### config.mk
export PLATFORM = sky130hd
export DESIGN_NAME = array_linked_list_manager_flat
export DESIGN_NICKNAME = d
export VERILOG_FILES = /design/src/hw/rtl/alm_pkg.sv /design/src/hw/rtl/alm_in_if.sv /design/src/hw/rtl/alm_out_if.sv /design/src/hw/rtl/array_linked_list_manager.sv /design/src/hw/rtl/alm_front.sv /design/src/hw/rtl/alm_back.sv /design/src/flat_wrapper.sv
export SDC_FILE = /design/constraint.sdc
export NUM_CORES = 2
export LEC_CHECK = 0
export BUFFER_PORTS_ARGS = -buffer_cell sky130_fd_sc_hd__clkbuf_2
export CORE_MARGIN = 5
export CORE_UTILIZATION = 30
export DETAILED_ROUTE_END_ITERATION = 8
export PLACE_DENSITY = 0.47
export SYNTH_ARGS = -nofsm -noshare
export SYNTH_HDL_FRONTEND = slang
export SYNTH_SLANG_ARGS = --single-unit
export TNS_END_PERCENT = 30
### constraint.sdc
create_clock -name clk -period 5.41 [get_ports clk]
set_input_delay 0.541 -clock clk [delete_from_list [all_inputs] [get_ports clk]]
set_output_delay 0.541 -clock clk [all_outputs]
set_load 0.005 [all_outputs]
### src/hw/rtl/alm_pkg.sv
`timescale 1ns / 1ps
// ----------------------------------------------------------------------------
// alm_pkg: shared definitions for the array linked list manager
// Pool geometry, field widths, command and result records, sequencer states
// and the link helpers used by the executor.
// ----------------------------------------------------------------------------
package alm_pkg;

	localparam int NODES       = 32;
	localparam int IDX_W       = $clog2(NODES);
	localparam int LINK_W      = $clog2(NODES + 1);
	localparam int MAX_RESULTS = 32;
	localparam int CNT_W       = $clog2(MAX_RESULTS);

	localparam int ACTION_W = 2;
	localparam int PRED_W   = 5;
	localparam int ID_W     = 32;
	localparam int GRADE_W  = 10;
	localparam int STATUS_W = 2;
	localparam int NIDX_W   = 5;

	localparam int QDEPTH = 2;
	localparam int QPTR_W = $clog2(QDEPTH);
	localparam int QCNT_W = $clog2(QDEPTH + 1);

	localparam logic [LINK_W-1:0] LINK_NIL = LINK_W'(NODES);

	localparam logic [ACTION_W-1:0] ACT_INSERT   = 2'd0;
	localparam logic [ACTION_W-1:0] ACT_DELETE   = 2'd1;
	localparam logic [ACTION_W-1:0] ACT_TRAVERSE = 2'd2;

	typedef enum logic [1:0] {
		OP_INSERT,
		OP_DELETE,
		OP_TRAVERSE,
		OP_NONE
	} op_t;

	typedef enum logic [STATUS_W-1:0] {
		STAT_OK      = 2'd0,
		STAT_FULL    = 2'd1,
		STAT_EMPTY   = 2'd2,
		STAT_NO_SUCC = 2'd3
	} status_t;

	typedef enum logic [3:0] {
		BS_IDLE,
		BS_INS_RD,
		BS_INS_PRED,
		BS_INS_DONE,
		BS_DEL_PRED,
		BS_DEL_RD,
		BS_DEL_DONE,
		BS_TRV,
		BS_FAIL
	} bstate_t;

	typedef struct packed {
		op_t                 op;
		logic                at_head;
		logic [PRED_W-1:0]   pred;
		logic                pred_bad;
		logic [ID_W-1:0]     id;
		logic [GRADE_W-1:0]  grade;
	} cmd_t;

	typedef struct packed {
		logic [STATUS_W-1:0] status;
		logic [NIDX_W-1:0]   node_index;
		logic [ID_W-1:0]     node_id;
		logic [GRADE_W-1:0]  node_grade;
		logic [NIDX_W-1:0]   next_index;
		logic                next_is_nil;
		logic                last;
	} res_t;

	function automatic logic is_nil(logic [LINK_W-1:0] link);
		return link >= LINK_NIL;
	endfunction

	function automatic logic [IDX_W-1:0] link_idx(logic [LINK_W-1:0] link);
		return IDX_W'(link);
	endfunction

	function automatic logic [LINK_W-1:0] link_reset(logic [IDX_W-1:0] idx);
		logic [LINK_W-1:0] r;
		if (LINK_W'(idx) == LINK_W'(NODES - 1)) begin
			r = LINK_NIL;
		end else begin
			r = LINK_W'(idx) + LINK_W'(1);
		end
		return r;
	endfunction

	function automatic res_t make_res(logic [IDX_W-1:0] idx, logic [ID_W-1:0] id,
			logic [GRADE_W-1:0] grade, logic [LINK_W-1:0] link, logic last);
		res_t r;
		r.status      = STAT_OK;
		r.node_index  = NIDX_W'(idx);
		r.node_id     = id;
		r.node_grade  = grade;
		r.next_is_nil = is_nil(link);
		r.next_index  = is_nil(link) ? '0 : NIDX_W'(link);
		r.last        = last;
		return r;
	endfunction

endpackage

### src/hw/rtl/alm_in_if.sv
`timescale 1ns / 1ps
// ----------------------------------------------------------------------------
// alm_in_if: request channel
// Valid/ready channel carrying one list action and its operands.
// ----------------------------------------------------------------------------
interface alm_in_if;
	import alm_pkg::*;

	logic                valid;
	logic                ready;
	logic [ACTION_W-1:0] action;
	logic                pred_is_head;
	logic [PRED_W-1:0]   pred_index;
	logic [ID_W-1:0]     student_id;
	logic [GRADE_W-1:0]  grade_tenths;

	modport source (
		output valid, action, pred_is_head, pred_index, student_id, grade_tenths,
		input  ready
	);

	modport sink (
		input  valid, action, pred_is_head, pred_index, student_id, grade_tenths,
		output ready
	);
endinterface

### src/hw/rtl/alm_out_if.sv
`timescale 1ns / 1ps
// ----------------------------------------------------------------------------
// alm_out_if: result channel
// Valid/ready channel carrying one reported node or status per transfer.
// ----------------------------------------------------------------------------
interface alm_out_if;
	import alm_pkg::*;

	logic                valid;
	logic                ready;
	logic [STATUS_W-1:0] status;
	logic [NIDX_W-1:0]   node_index;
	logic [ID_W-1:0]     node_id;
	logic [GRADE_W-1:0]  node_grade;
	logic [NIDX_W-1:0]   next_index;
	logic                next_is_nil;
	logic                last;

	modport source (
		output valid, status, node_index, node_id, node_grade, next_index,
		       next_is_nil, last,
		input  ready
	);

	modport sink (
		input  valid, status, node_index, node_id, node_grade, next_index,
		       next_is_nil, last,
		output ready
	);
endinterface

### src/hw/rtl/array_linked_list_manager.sv
`timescale 1ns / 1ps
// ----------------------------------------------------------------------------
// array_linked_list_manager: linked list in a fixed node pool
// Keeps one singly linked list and one free list in a 32-node pool and
// carries out insert, delete and traverse requests.
// ----------------------------------------------------------------------------
// Requests enter a two-entry queue, so up to two can be taken while the
// executor is busy. The executor handles one request at a time, and its
// speed is set by the link memory, which has one write port and a
// registered read. Inserts and deletes after a predecessor read the
// predecessor's link before the update, a traversal reports one node per
// result, and a delete whose predecessor has no successor only reports a
// status. Each result is one transfer with last set on the final one, and
// the executor waits while the result register is still occupied.
module array_linked_list_manager (
	input  logic      clk,
	input  logic      arst_n,
	alm_in_if.sink    item,
	alm_out_if.source result
);
	import alm_pkg::*;

	logic cmd_vld;
	cmd_t cmd;
	logic cmd_pop;

	alm_front u_front (
		.clk     (clk),
		.arst_n  (arst_n),
		.item    (item),
		.cmd_vld (cmd_vld),
		.cmd     (cmd),
		.cmd_pop (cmd_pop)
	);

	alm_back u_back (
		.clk     (clk),
		.arst_n  (arst_n),
		.cmd_vld (cmd_vld),
		.cmd     (cmd),
		.cmd_pop (cmd_pop),
		.result  (result)
	);
endmodule

### src/hw/rtl/alm_front.sv
`timescale 1ns / 1ps
// ----------------------------------------------------------------------------
// alm_front: request decode and command queue
// Classifies each accepted request and holds it in a short queue until the
// executor takes it.
// ----------------------------------------------------------------------------
module alm_front (
	input  logic          clk,
	input  logic          arst_n,
	alm_in_if.sink        item,
	output logic          cmd_vld,
	output alm_pkg::cmd_t cmd,
	input  logic          cmd_pop
);
	import alm_pkg::*;

	cmd_t              q_mem_q [QDEPTH];
	logic [QPTR_W-1:0] wr_ptr_q;
	logic [QPTR_W-1:0] rd_ptr_q;
	logic [QCNT_W-1:0] count_q;
	cmd_t              dec;
	logic              push;

	always_comb begin
		dec          = '0;
		dec.at_head  = item.pred_is_head;
		dec.pred     = item.pred_index;
		dec.pred_bad = 32'(item.pred_index) >= 32'(NODES);
		dec.id       = item.student_id;
		dec.grade    = item.grade_tenths;
		case (item.action)
			ACT_INSERT:   dec.op = OP_INSERT;
			ACT_DELETE:   dec.op = OP_DELETE;
			ACT_TRAVERSE: dec.op = OP_TRAVERSE;
			default:      dec.op = OP_NONE;
		endcase
	end

	assign item.ready = count_q != QCNT_W'(QDEPTH);
	assign push       = item.valid && item.ready;
	assign cmd_vld    = count_q != '0;
	assign cmd        = q_mem_q[rd_ptr_q];

	always_ff @(posedge clk or negedge arst_n) begin
		if (!arst_n) begin
			wr_ptr_q <= '0;
			rd_ptr_q <= '0;
			count_q  <= '0;
		end else begin
			if (push) begin
				wr_ptr_q <= wr_ptr_q + QPTR_W'(1);
			end
			if (cmd_pop) begin
				rd_ptr_q <= rd_ptr_q + QPTR_W'(1);
			end
			if (push && !cmd_pop) begin
				count_q <= count_q + QCNT_W'(1);
			end else if (!push && cmd_pop) begin
				count_q <= count_q - QCNT_W'(1);
			end
		end
	end

	always_ff @(posedge clk) begin
		if (push) begin
			q_mem_q[wr_ptr_q] <= dec;
		end
	end
endmodule

### src/hw/rtl/alm_back.sv
`timescale 1ns / 1ps
// ----------------------------------------------------------------------------
// alm_back: list executor
// Sequencer that owns the node pool memories and the list and free heads,
// carries out one command at a time and drives the registered result.
// ----------------------------------------------------------------------------
module alm_back (
	input  logic          clk,
	input  logic          arst_n,
	input  logic          cmd_vld,
	input  alm_pkg::cmd_t cmd,
	output logic          cmd_pop,
	alm_out_if.source     result
);
	import alm_pkg::*;

	bstate_t            state_q;
	bstate_t            state_d;
	cmd_t               cmd_q;
	logic [IDX_W-1:0]   t_q;
	logic [LINK_W-1:0]  nxt_q;
	logic [CNT_W-1:0]   cnt_q;
	status_t            fail_q;
	status_t            fail_d;
	logic [LINK_W-1:0]  list_head_q;
	logic [LINK_W-1:0]  free_head_q;

	logic [LINK_W-1:0]  link_mem [NODES];
	logic [ID_W-1:0]    id_mem [NODES];
	logic [GRADE_W-1:0] grade_mem [NODES];
	logic [NODES-1:0]   link_vld_q;

	logic [IDX_W-1:0]   rd_addr;
	logic [IDX_W-1:0]   rd_addr_q;
	logic [LINK_W-1:0]  link_rdata_q;
	logic               link_vld_rd_q;
	logic [ID_W-1:0]    id_rdata_q;
	logic [GRADE_W-1:0] grade_rdata_q;
	logic [LINK_W-1:0]  link_rd;

	logic               link_we;
	logic [IDX_W-1:0]   link_wa;
	logic [LINK_W-1:0]  link_wd;
	logic               data_we;

	res_t               res_q;
	res_t               res_d;
	logic               res_vld_q;
	logic               res_ld;
	logic               can_load;
	logic               trv_last;
	logic [IDX_W-1:0]   pred_q;
	logic [IDX_W-1:0]   pred_head;
	logic [LINK_W-1:0]  ins_next;

	assign link_rd   = link_vld_rd_q ? link_rdata_q : link_reset(rd_addr_q);
	assign can_load  = !res_vld_q || result.ready;
	assign pred_q    = IDX_W'(cmd_q.pred);
	assign pred_head = IDX_W'(cmd.pred);
	assign trv_last  = is_nil(link_rd) || (cnt_q == CNT_W'(MAX_RESULTS - 1));
	assign ins_next  = cmd_q.at_head ? list_head_q :
	                   (pred_q == t_q) ? LINK_W'(t_q) : nxt_q;

	always_comb begin
		state_d = state_q;
		case (state_q)
			BS_IDLE: begin
				if (cmd_vld) begin
					case (cmd.op)
						OP_INSERT: begin
							if (is_nil(free_head_q) || (!cmd.at_head && cmd.pred_bad)) begin
								state_d = BS_FAIL;
							end else begin
								state_d = BS_INS_RD;
							end
						end
						OP_DELETE: begin
							if (is_nil(list_head_q) || (!cmd.at_head && cmd.pred_bad)) begin
								state_d = BS_FAIL;
							end else if (cmd.at_head) begin
								state_d = BS_DEL_RD;
							end else begin
								state_d = BS_DEL_PRED;
							end
						end
						OP_TRAVERSE: begin
							state_d = is_nil(list_head_q) ? BS_FAIL : BS_TRV;
						end
						default: state_d = BS_FAIL;
					endcase
				end
			end
			BS_INS_RD:   state_d = cmd_q.at_head ? BS_INS_DONE : BS_INS_PRED;
			BS_INS_PRED: state_d = BS_INS_DONE;
			BS_INS_DONE: state_d = can_load ? BS_IDLE : BS_INS_DONE;
			BS_DEL_PRED: state_d = is_nil(link_rd) ? BS_FAIL : BS_DEL_RD;
			BS_DEL_RD:   state_d = BS_DEL_DONE;
			BS_DEL_DONE: state_d = can_load ? BS_IDLE : BS_DEL_DONE;
			BS_TRV:      state_d = (can_load && trv_last) ? BS_IDLE : BS_TRV;
			BS_FAIL:     state_d = can_load ? BS_IDLE : BS_FAIL;
			default:     state_d = BS_IDLE;
		endcase
	end

	always_comb begin
		cmd_pop = 1'b0;
		rd_addr = t_q;
		link_we = 1'b0;
		link_wa = t_q;
		link_wd = nxt_q;
		data_we = 1'b0;
		res_ld  = 1'b0;
		res_d   = '0;
		fail_d  = STAT_NO_SUCC;
		case (state_q)
			BS_IDLE: begin
				cmd_pop = cmd_vld;
				case (cmd.op)
					OP_INSERT: begin
						rd_addr = link_idx(free_head_q);
						fail_d  = is_nil(free_head_q) ? STAT_FULL : STAT_NO_SUCC;
					end
					OP_DELETE: begin
						rd_addr = cmd.at_head ? link_idx(list_head_q) : pred_head;
						fail_d  = is_nil(list_head_q) ? STAT_EMPTY : STAT_NO_SUCC;
					end
					OP_TRAVERSE: begin
						rd_addr = link_idx(list_head_q);
						fail_d  = STAT_EMPTY;
					end
					default: fail_d = STAT_OK;
				endcase
			end
			BS_INS_RD: begin
				rd_addr = pred_q;
			end
			BS_INS_PRED: begin
				link_we = 1'b1;
				link_wa = t_q;
				link_wd = link_rd;
			end
			BS_INS_DONE: begin
				if (can_load) begin
					link_we = 1'b1;
					if (cmd_q.at_head) begin
						link_wa = t_q;
						link_wd = list_head_q;
					end else begin
						link_wa = pred_q;
						link_wd = LINK_W'(t_q);
					end
					data_we = 1'b1;
					res_ld  = 1'b1;
					res_d   = make_res(t_q, cmd_q.id, cmd_q.grade, ins_next, 1'b1);
				end
			end
			BS_DEL_PRED: begin
				rd_addr = link_idx(link_rd);
			end
			BS_DEL_RD: begin
				if (!cmd_q.at_head) begin
					link_we = 1'b1;
					link_wa = pred_q;
					link_wd = link_rd;
				end
			end
			BS_DEL_DONE: begin
				if (can_load) begin
					link_we = 1'b1;
					link_wa = t_q;
					link_wd = free_head_q;
					res_ld  = 1'b1;
					res_d   = make_res(t_q, id_rdata_q, grade_rdata_q, nxt_q, 1'b1);
				end
			end
			BS_TRV: begin
				if (can_load) begin
					res_ld = 1'b1;
					res_d  = make_res(t_q, id_rdata_q, grade_rdata_q, link_rd, trv_last);
					if (!trv_last) begin
						rd_addr = link_idx(link_rd);
					end
				end
			end
			BS_FAIL: begin
				if (can_load) begin
					res_ld       = 1'b1;
					res_d.status = fail_q;
					res_d.last   = 1'b1;
				end
			end
			default: ;
		endcase
	end

	always_ff @(posedge clk or negedge arst_n) begin
		if (!arst_n) begin
			state_q     <= BS_IDLE;
			list_head_q <= LINK_NIL;
			free_head_q <= '0;
			link_vld_q  <= '0;
			res_vld_q   <= 1'b0;
		end else begin
			state_q <= state_d;
			if (link_we) begin
				link_vld_q[link_wa] <= 1'b1;
			end
			if (res_ld) begin
				res_vld_q <= 1'b1;
			end else if (result.ready) begin
				res_vld_q <= 1'b0;
			end
			case (state_q)
				BS_INS_RD: free_head_q <= link_rd;
				BS_INS_DONE: begin
					if (can_load && cmd_q.at_head) begin
						list_head_q <= LINK_W'(t_q);
					end
				end
				BS_DEL_RD: begin
					if (cmd_q.at_head) begin
						list_head_q <= link_rd;
					end
				end
				BS_DEL_DONE: begin
					if (can_load) begin
						free_head_q <= LINK_W'(t_q);
					end
				end
				default: ;
			endcase
		end
	end

	always_ff @(posedge clk) begin
		if (cmd_pop) begin
			cmd_q  <= cmd;
			t_q    <= rd_addr;
			cnt_q  <= '0;
			fail_q <= fail_d;
		end
		case (state_q)
			BS_INS_PRED: nxt_q <= link_rd;
			BS_DEL_PRED: begin
				t_q    <= rd_addr;
				fail_q <= STAT_NO_SUCC;
			end
			BS_DEL_RD: nxt_q <= link_rd;
			BS_TRV: begin
				if (can_load && !trv_last) begin
					t_q   <= rd_addr;
					cnt_q <= cnt_q + CNT_W'(1);
				end
			end
			default: ;
		endcase
		if (res_ld) begin
			res_q <= res_d;
		end
	end

	always_ff @(posedge clk) begin
		if (link_we) begin
			link_mem[link_wa] <= link_wd;
		end
		if (data_we) begin
			id_mem[t_q]    <= cmd_q.id;
			grade_mem[t_q] <= cmd_q.grade;
		end
		rd_addr_q     <= rd_addr;
		link_rdata_q  <= link_mem[rd_addr];
		link_vld_rd_q <= link_vld_q[rd_addr];
		id_rdata_q    <= id_mem[rd_addr];
		grade_rdata_q <= grade_mem[rd_addr];
	end

	assign result.valid       = res_vld_q;
	assign result.status      = res_q.status;
	assign result.node_index  = res_q.node_index;
	assign result.node_id     = res_q.node_id;
	assign result.node_grade  = res_q.node_grade;
	assign result.next_index  = res_q.next_index;
	assign result.next_is_nil = res_q.next_is_nil;
	assign result.last        = res_q.last;
endmodule
### src/flat_wrapper.sv
// flat-port wrapper written by rule: the top's interface ports become plain ports
module array_linked_list_manager_flat import alm_pkg::*;
  (clk, arst_n, item_valid, item_action, item_pred_is_head, item_pred_index, item_student_id, item_grade_tenths, item_ready, result_valid, result_status, result_node_index, result_node_id, result_node_grade, result_next_index, result_next_is_nil, result_last, result_ready);
  alm_in_if item_i ();
  alm_out_if result_i ();
  input  logic clk;
  input  logic arst_n;
  input wire logic [$bits(item_i.valid)-1:0] item_valid;
  input wire logic [$bits(item_i.action)-1:0] item_action;
  input wire logic [$bits(item_i.pred_is_head)-1:0] item_pred_is_head;
  input wire logic [$bits(item_i.pred_index)-1:0] item_pred_index;
  input wire logic [$bits(item_i.student_id)-1:0] item_student_id;
  input wire logic [$bits(item_i.grade_tenths)-1:0] item_grade_tenths;
  output wire logic [$bits(item_i.ready)-1:0] item_ready;
  output wire logic [$bits(result_i.valid)-1:0] result_valid;
  output wire logic [$bits(result_i.status)-1:0] result_status;
  output wire logic [$bits(result_i.node_index)-1:0] result_node_index;
  output wire logic [$bits(result_i.node_id)-1:0] result_node_id;
  output wire logic [$bits(result_i.node_grade)-1:0] result_node_grade;
  output wire logic [$bits(result_i.next_index)-1:0] result_next_index;
  output wire logic [$bits(result_i.next_is_nil)-1:0] result_next_is_nil;
  output wire logic [$bits(result_i.last)-1:0] result_last;
  input wire logic [$bits(result_i.ready)-1:0] result_ready;
  assign item_i.valid = item_valid;
  assign item_i.action = item_action;
  assign item_i.pred_is_head = item_pred_is_head;
  assign item_i.pred_index = item_pred_index;
  assign item_i.student_id = item_student_id;
  assign item_i.grade_tenths = item_grade_tenths;
  assign item_ready = item_i.ready;
  assign result_valid = result_i.valid;
  assign result_status = result_i.status;
  assign result_node_index = result_i.node_index;
  assign result_node_id = result_i.node_id;
  assign result_node_grade = result_i.node_grade;
  assign result_next_index = result_i.next_index;
  assign result_next_is_nil = result_i.next_is_nil;
  assign result_last = result_i.last;
  assign result_i.ready = result_ready;
  array_linked_list_manager u_core (.clk(clk), .arst_n(arst_n), .item(item_i), .result(result_i));
endmodule
---- Yosys cells after proc, flatten, opt, wreduce, memory -nomap -nowiden ----
Memory sizes are Yosys's and may differ from the RTL's. A register that Yosys moved wholly into a read port is not among the register bits.
Cells that the tools add are included.
operators by class
  add/subtract/negate cells ............... 6
  $lt $le $gt $ge ......................... 8
  equal/unequal tests ..................... 20
  multiplexer cells ....................... 76
  bitwise logic cells ..................... 1
  reductions and logical operators ........ 30
operator list
  cell                number
  $mux 54             3
  $pmux 53 s3         1
  $mux 6              11
  $mux 5              13
  $pmux 4 s9          1
  $or 32x32->32       1
  $ge 6x6->1 const B  5
  $mux 4              6
  $pmux 6 s2          2
  $pmux 6 s4          1
  $pmux 5 s2          2
  $pmux 5 s4          1
  $mux 1              18
  $eq 4x3->1 const B  4
  $pmux 5 s3          1
  $lt 5x6->1 const B  2
  $mux 2              6
  $pmux 2 s3          2
  $pmux 4 s3          1
  $eq 5x5->1 const B  2
  $ne 2x2->1 const B  5
  $reduce_bool 2->1   5
  $eq 4x2->1 const B  2
  $pmux 2 s4          1
  26 further kinds    45
word-level totals
  register bits after elaboration ......... 181
  bits in writable memories ............... 1636
  input bits .............................. 54
  logic and storage cells ................. 170
  memories ................................ 4
memory list
  name                     depth  width  rd ports  clocked after memory_dff  wr ports  line             RTL
  u_core.u_back.id_mem     32     32     1         1                         1         alm_back.sv:29   logic [ID_W-1:0] id_mem [NODES];
  u_core.u_back.grade_mem  32     10     1         1                         1         alm_back.sv:30   logic [GRADE_W-1:0] grade_mem [NODES];
  u_core.u_back.link_mem   32     6      1         1                         1         alm_back.sv:28   logic [LINK_W-1:0] link_mem [NODES];
  u_core.u_front.q_mem_q   2      50     1         0                         1         alm_front.sv:17  cmd_t q_mem_q [QDEPTH];

---- Depth between registers and ports, before layout ----
  depth after elaboration ................. 11
  gate-level depth with buffers ........... 19
  mapped depth without buffers ............ 13

---- By module ----
Synthesis repeated with hierarchy kept, for this count alone.
unflattened totals
  cells, all modules ...................... 5647
  area total of the unflattened synthesis .. 76856.2 um^2
by module, submodules not included
  module     instances  cells an instance  area each (um^2)
  alm_back   1          5469               72782.3
  alm_front  1          178                4073.9

---- Worst setup path after synthesis ----
No wires, ideal clock.
  kind .................................... register to register
  start ................................... reg u_core.u_front.rd_ptr_q
  end ..................................... reg u_core.u_back.grade_rdata_q[8], read port of u_core.u_back.grade_mem
  library setup time ...................... 0.121 ns
  arrival time ............................ 4.268 ns
  data required time ...................... 5.289 ns
  setup slack ............................. 1.022 ns
  cell stages (with the launch flop) ...... 19
  path buffers ............................ 7
  cells stage by stage .................... dfrtp_1 -> buf_2 -> buf_1 -> buf_1 -> mux2i_1 -> inv_1 -> ha_1 -> clkbuf_1 -> and4b_1 -> o311ai_0 -> o211ai_2 -> nor3_2 -> inv_2 -> buf_6 -> buf_4 -> clkbuf_1 -> mux4_2 -> o22ai_1 -> nor4_1
between the ends
  cells in the longest elaborated chain, start to end .. 4
  elaborated cells between the ends (all ways) .. 7
  classes of those cells .................. eq/ne: 2; mux: 3; reduce/logical: 1; memory: 1
RTL lines
  element                                   line             RTL
  start: declaration                        alm_front.sv:19  logic [QPTR_W-1:0] rd_ptr_q;
  start signal: assignment                  alm_front.sv:54  rd_ptr_q <= rd_ptr_q + QPTR_W'(1);
  $mem_v2 2x50 (*)                          n/a
  $eq 2x2->1, or another cell as far along  alm_back.sv:118  case (cmd.op)
  $pmux 5 s3 (*)                            alm_back.sv:118
  $pmux 5 s4 (*)                            alm_back.sv:115  case (state_q)
  end: declaration                          alm_back.sv:38   logic [GRADE_W-1:0] grade_rdata_q;
Every way passes the cells marked *; elsewhere a longest branch is shown, timed or not.
A chain may end at the register's enable or synchronous reset.

---- Worst setup path after layout ----
  start ................................... reg u_core.u_front.rd_ptr_q
  end ..................................... reg u_core.u_back.id_rdata_q[2], read port of u_core.u_back.id_mem
between the ends
  cells in the longest elaborated chain, start to end .. 4
  elaborated cells between the ends (all ways) .. 7
  classes of those cells .................. eq/ne: 2; mux: 3; reduce/logical: 1; memory: 1
RTL lines
  element                                   line             RTL
  $mem_v2 2x50 (*)                          n/a
  $eq 2x2->1, or another cell as far along  alm_back.sv:118
  $pmux 5 s3 (*)                            alm_back.sv:118
  $pmux 5 s4 (*)                            alm_back.sv:115
  end: declaration                          alm_back.sv:37   logic [ID_W-1:0] id_rdata_q;
Marked as above.

==> metrics.md <==
| Metric | Value |
|---|---|
| Vias per cell | 5.05 |
| Syn_nets | 3,386 |
| Crit path from | u_core.u_front.rd_ptr_q |
| GRT busiest layer | met2 |
| # H-tree levels | 4 |
| GPL Wtd Cong | 0.806 |
| Final period util | 0.855 |
| Nets | 3,675 |
| Via count | 34,866 |
| Most common cell in the netlist | edfxtp_1 |
| Total CTS buffers | 191 |
| CTS tree | done |
| Final setup fails | 0 |
| Netlist cell types | 77 |
| Critical path class | register to register |
| Largest fanout on the critical path | 94 |
| Clk sink count | 1,865 |
| Post-Syn Instances | 3,323 |
| Worst hold path type | input pin to register |
| Skew-Pair Late Insertion Delay | 860 ps |
| Global Route met3 Usage | 0.0245 |
| Grt total ovfl | 0 |
| Fin Setup TNS | 0 ps |
| Unrepaired setup endpoints after global routing | no |
| Largest net degree at the start of global routing | 95 |
| Die ar. | 0.244 mm2 |
| Max-slew violation count | 0 |
| WP data required | 6120 ps |
| Post-synth EDFFs | 1,746 |
| Die width | 494 um |
| Die Ht | 494 um |
| Final min period | 4620 ps |
| Clock transition at path regs | 60 ps |
| Final ANT Viol Nets | 0 |
| I/O Buffers | 111 |
| Seq/Total Area, Yosys | 0.783 |
| Synth cell count leaders | edfxtp_1 (1,746), mux4_2 (384), o22ai_1 (203), nor2_1 (114), clkbuf_1 (79) |
| Worst rel slew slack | 0.117 |
| Row count | 177 |
| Max clock buf depth | 3 |
| Layout area overhead | 17.4% |
| Post-Place Setup Slack | 799 ps |
| DRC violations left | 0 |
| First-pass GRT wire length | 281,000 um |
| Crit-path cells | mux2i_1 -> inv_1 -> ha_1 -> and4b_1 -> o311ai_0 -> o211ai_2 -> nor3_2 -> inv_8 -> buf_12 -> mux4_2 -> o22ai_1 -> nor4_1 |
| Reg-to-Reg End | u_core.u_back.id_rdata_q[2] |
| RR Startpoint | u_core.u_front.rd_ptr_q |
| Final Hold Vio Count | 0 |
| Root Driver | clkbuf_16 |
| Leakage | 26.1 nW |
| Met2 Use GR | 0.265 |
| Worst setup EP type | register |
| Yosys reg bits | 1,865 |
| First-pass DRT Iterations | 5 |
| Critical Path Source Type | register |
| Starting Density | 0.302 |
| GRT Overall Usage | 0.163 |
| Fmax | 216 MHz |
| Initial DRC count | 3,542 |
| Avg Inst Size Synth | 21.2 um2 |
| Synth area leader | edfxtp_1 |
| Synthesized cell area | 0.0703 mm2 |
| WL/cell | 29.2 um |
| Layout cell share with drive strength beyond 1 | 0.272 |
| Fillcell total | 21,688 |
| Power Density | 640 mW/mm2 |
| Antenna violations before repair | 6 |
| Final HPWL DP | 106,000 um |
| Reg2reg path depth | 12 |
| Setup Skew | 66.0 ps |
| Run status | completed |
| Primary FF master, synth | edfxtp_1 |
| Worst-margin pin slew | 1320 ps |
| WP data arrival | 5330 ps |
| Synth async-reset ratio | 0.0284 |
| CP peak stage delay | 560 ps |
| Vias in the first global route | 36,110 |
| R2R Setup Slk | 790 ps |
| Post-synth top area share | 0.746 |
| Worst path slowest cell | o311ai_0 |
| Num ports | 112 |
| Core box area | 0.233 mm2 |
| Dominant cells by area after synthesis | edfxtp_1 (75%), mux4_2 (12%), dfxtp_1 (1.9%) |
| Routed wire length | 202,000 um |
| Worst Setup Slack, final | 786 ps |
| End point of the critical path | u_core.u_back.id_rdata_q[2] |
| Maxcap violations | 0 |
| Worst VDD drop | 0.000691 V |
| Ys Warns | 0 |
| FF+latch area | 0.0551 mm2 |
| Area occupied by multi-input gates | 0.0146 mm2 |
| M1 GR Usage | 0.230 |
| Post-CTS setup buffer count | 0 |
-- timing repair --
| item | in CTS | in global routing |
|---|---|---|
| hold buffers | 51 | 0 |
| gates resized for setup | 0 | 0 |
| endpoints found under the hold margin | 152 | 0 |
-- per-layer routing --
layer	routed length, um	up-vias
li1	-	14574
met1	89700	18927
met2	96700	1117
met3	11000	248
met4	4520	0
met5	0	-
-- where the power goes --
part / leakage [nW] / internal [mW] / switching, mW / total [mW]
sequential: 17.0 / 19.0 / 1.92 / 20.9
combinational: 6.01 / 8.26 / 10.5 / 18.7
clock: 3.08 / 7.53 / 5.75 / 13.3
-- cell type report --
type / count / area share
clock inverters: 100 / 0.0144
flip-flops and latches: 1865 / 0.667
clock buffers: 255 / 0.0625
well taps: 3132 / 0.0474
repair buffers: 283 / 0.0310
inverters: 27 / 0.00133
multi-input cells: 1244 / 0.176
diodes: 4 / 0.000121
-- flip-flops by register name, summed over array words and instances (netlist names), 4 cells and up --
| name | flops |
|---|---|
| u_core.u_back.result.node_grade | 10 |
| u_core.u_back.cmd_q | 43 |
| u_core.u_back.grade_rdata_q | 10 |
| u_core.u_back.grade_mem | 320 |
| u_core.u_back.state_q | 4 |
| u_core.u_back.t_q | 5 |
| u_core.u_back.link_vld_q | 32 |
| u_core.u_back.link_rdata_q | 6 |
| u_core.u_back.list_head_q | 6 |
| u_core.u_back.id_rdata_q | 32 |
| u_core.u_back.link_mem | 192 |
| u_core.u_back.free_head_q | 6 |
| u_core.u_back.id_mem | 1024 |
| u_core.u_back.result.node_id | 32 |
| u_core.u_front.q_mem_q | 100 |
| u_core.u_back.rd_addr_q | 5 |
| u_core.u_back.nxt_q | 6 |
| u_core.u_back.result.next_index | 5 |
| u_core.u_back.cnt_q | 5 |
| u_core.u_back.result.node_index | 5 |
| u_core.u_back.pred_q | 5 |
-- kinds of logic (layout without fill, tap and decap cells) --
| logic type | Yosys count | count (layout) | share of synthesized area |
|---|---|---|---|
| compound gates | 404 | 404 | 0.0395 |
| xor+xnor | 13 | 13 | 0.00162 |
| fa+ha+maj | 9 | 9 | 0.00160 |
| buf+inv | 214 | 665 | 0.0138 |
| flops | 1865 | 1865 | 0.783 |
| mux | 448 | 448 | 0.133 |
| other cells | 0 | 4 | 0 |
| simple gates | 370 | 370 | 0.0271 |
-- worst max-delay path: cells and delay by family (launching register included) --
family / cells / cell delay [ps]
AOI/OAI and AO/OA: 3 / 1190
adders and majority gates: 1 / 330
buffers and inverters: 3 / 880
DFF: 1 / 490
muxes: 2 / 640
and+or+nand+nor: 3 / 850
-- stage by stage --
step | std cells | utilization | total power, mW | hold slack, ps | area, um2
6_report | 6910 | 0.355 | 52.9 | 135 | 82600
2_1_floorplan | 3323 | - | 33.2 | 245 | 70300
3_5_place_dp | 6500 | 0.325 | 40.3 | 453 | 75700
5_1_grt | 6907 | 0.354 | 55.4 | 118 | 82600
4_1_cts | 6906 | 0.354 | 53.7 | 64.6 | 82600
3_3_place_gp | 6500 | 0.325 | 40.3 | 450 | 75700
-- cell usage in the layout, fill, tap and decap left out, drive strengths merged, types with 6 or more instances in the layout --
master / instances
o22ai: 203
mux2i: 16
nand2b: 9
bufinv: 16
xnor2: 7
dfrtp: 52
o211ai: 8
mux2: 48
nand2: 66
xor2: 6
nor2: 115
and3: 12
inv: 28
buf: 121
a41oi: 7
a221o: 13
ha: 9
a22oi: 6
dlygate4sd3: 51
nor2b: 8
mux4: 384
or2: 29
a21oi: 35
edfxtp: 1746
a31oi: 6
nand3: 20
nand4: 17
o21ai: 41
dfxtp: 66
clkbuf: 366
and2: 6
nor4: 54
clkinv: 80
nor3: 11
a22o: 45
-- worst min-delay path by stage --
stage	start	endpoint	slack, ps	depth (start not counted)
after floorplan	arst_n	u_core.u_back.free_head_q[0]	250	0
after global placement	u_core.u_back.link_vld_q[28]	u_core.u_back.link_vld_q[28]	450	1
after detailed placement	u_core.u_back.link_vld_q[9]	u_core.u_back.link_vld_q[9]	450	1
after CTS	item_valid	u_core.u_front.wr_ptr_q	60	3
after global routing	item_valid	u_core.u_front.wr_ptr_q	120	3
final	item_valid	u_core.u_front.wr_ptr_q	130	3
Power figures use the tool's default switching activity.
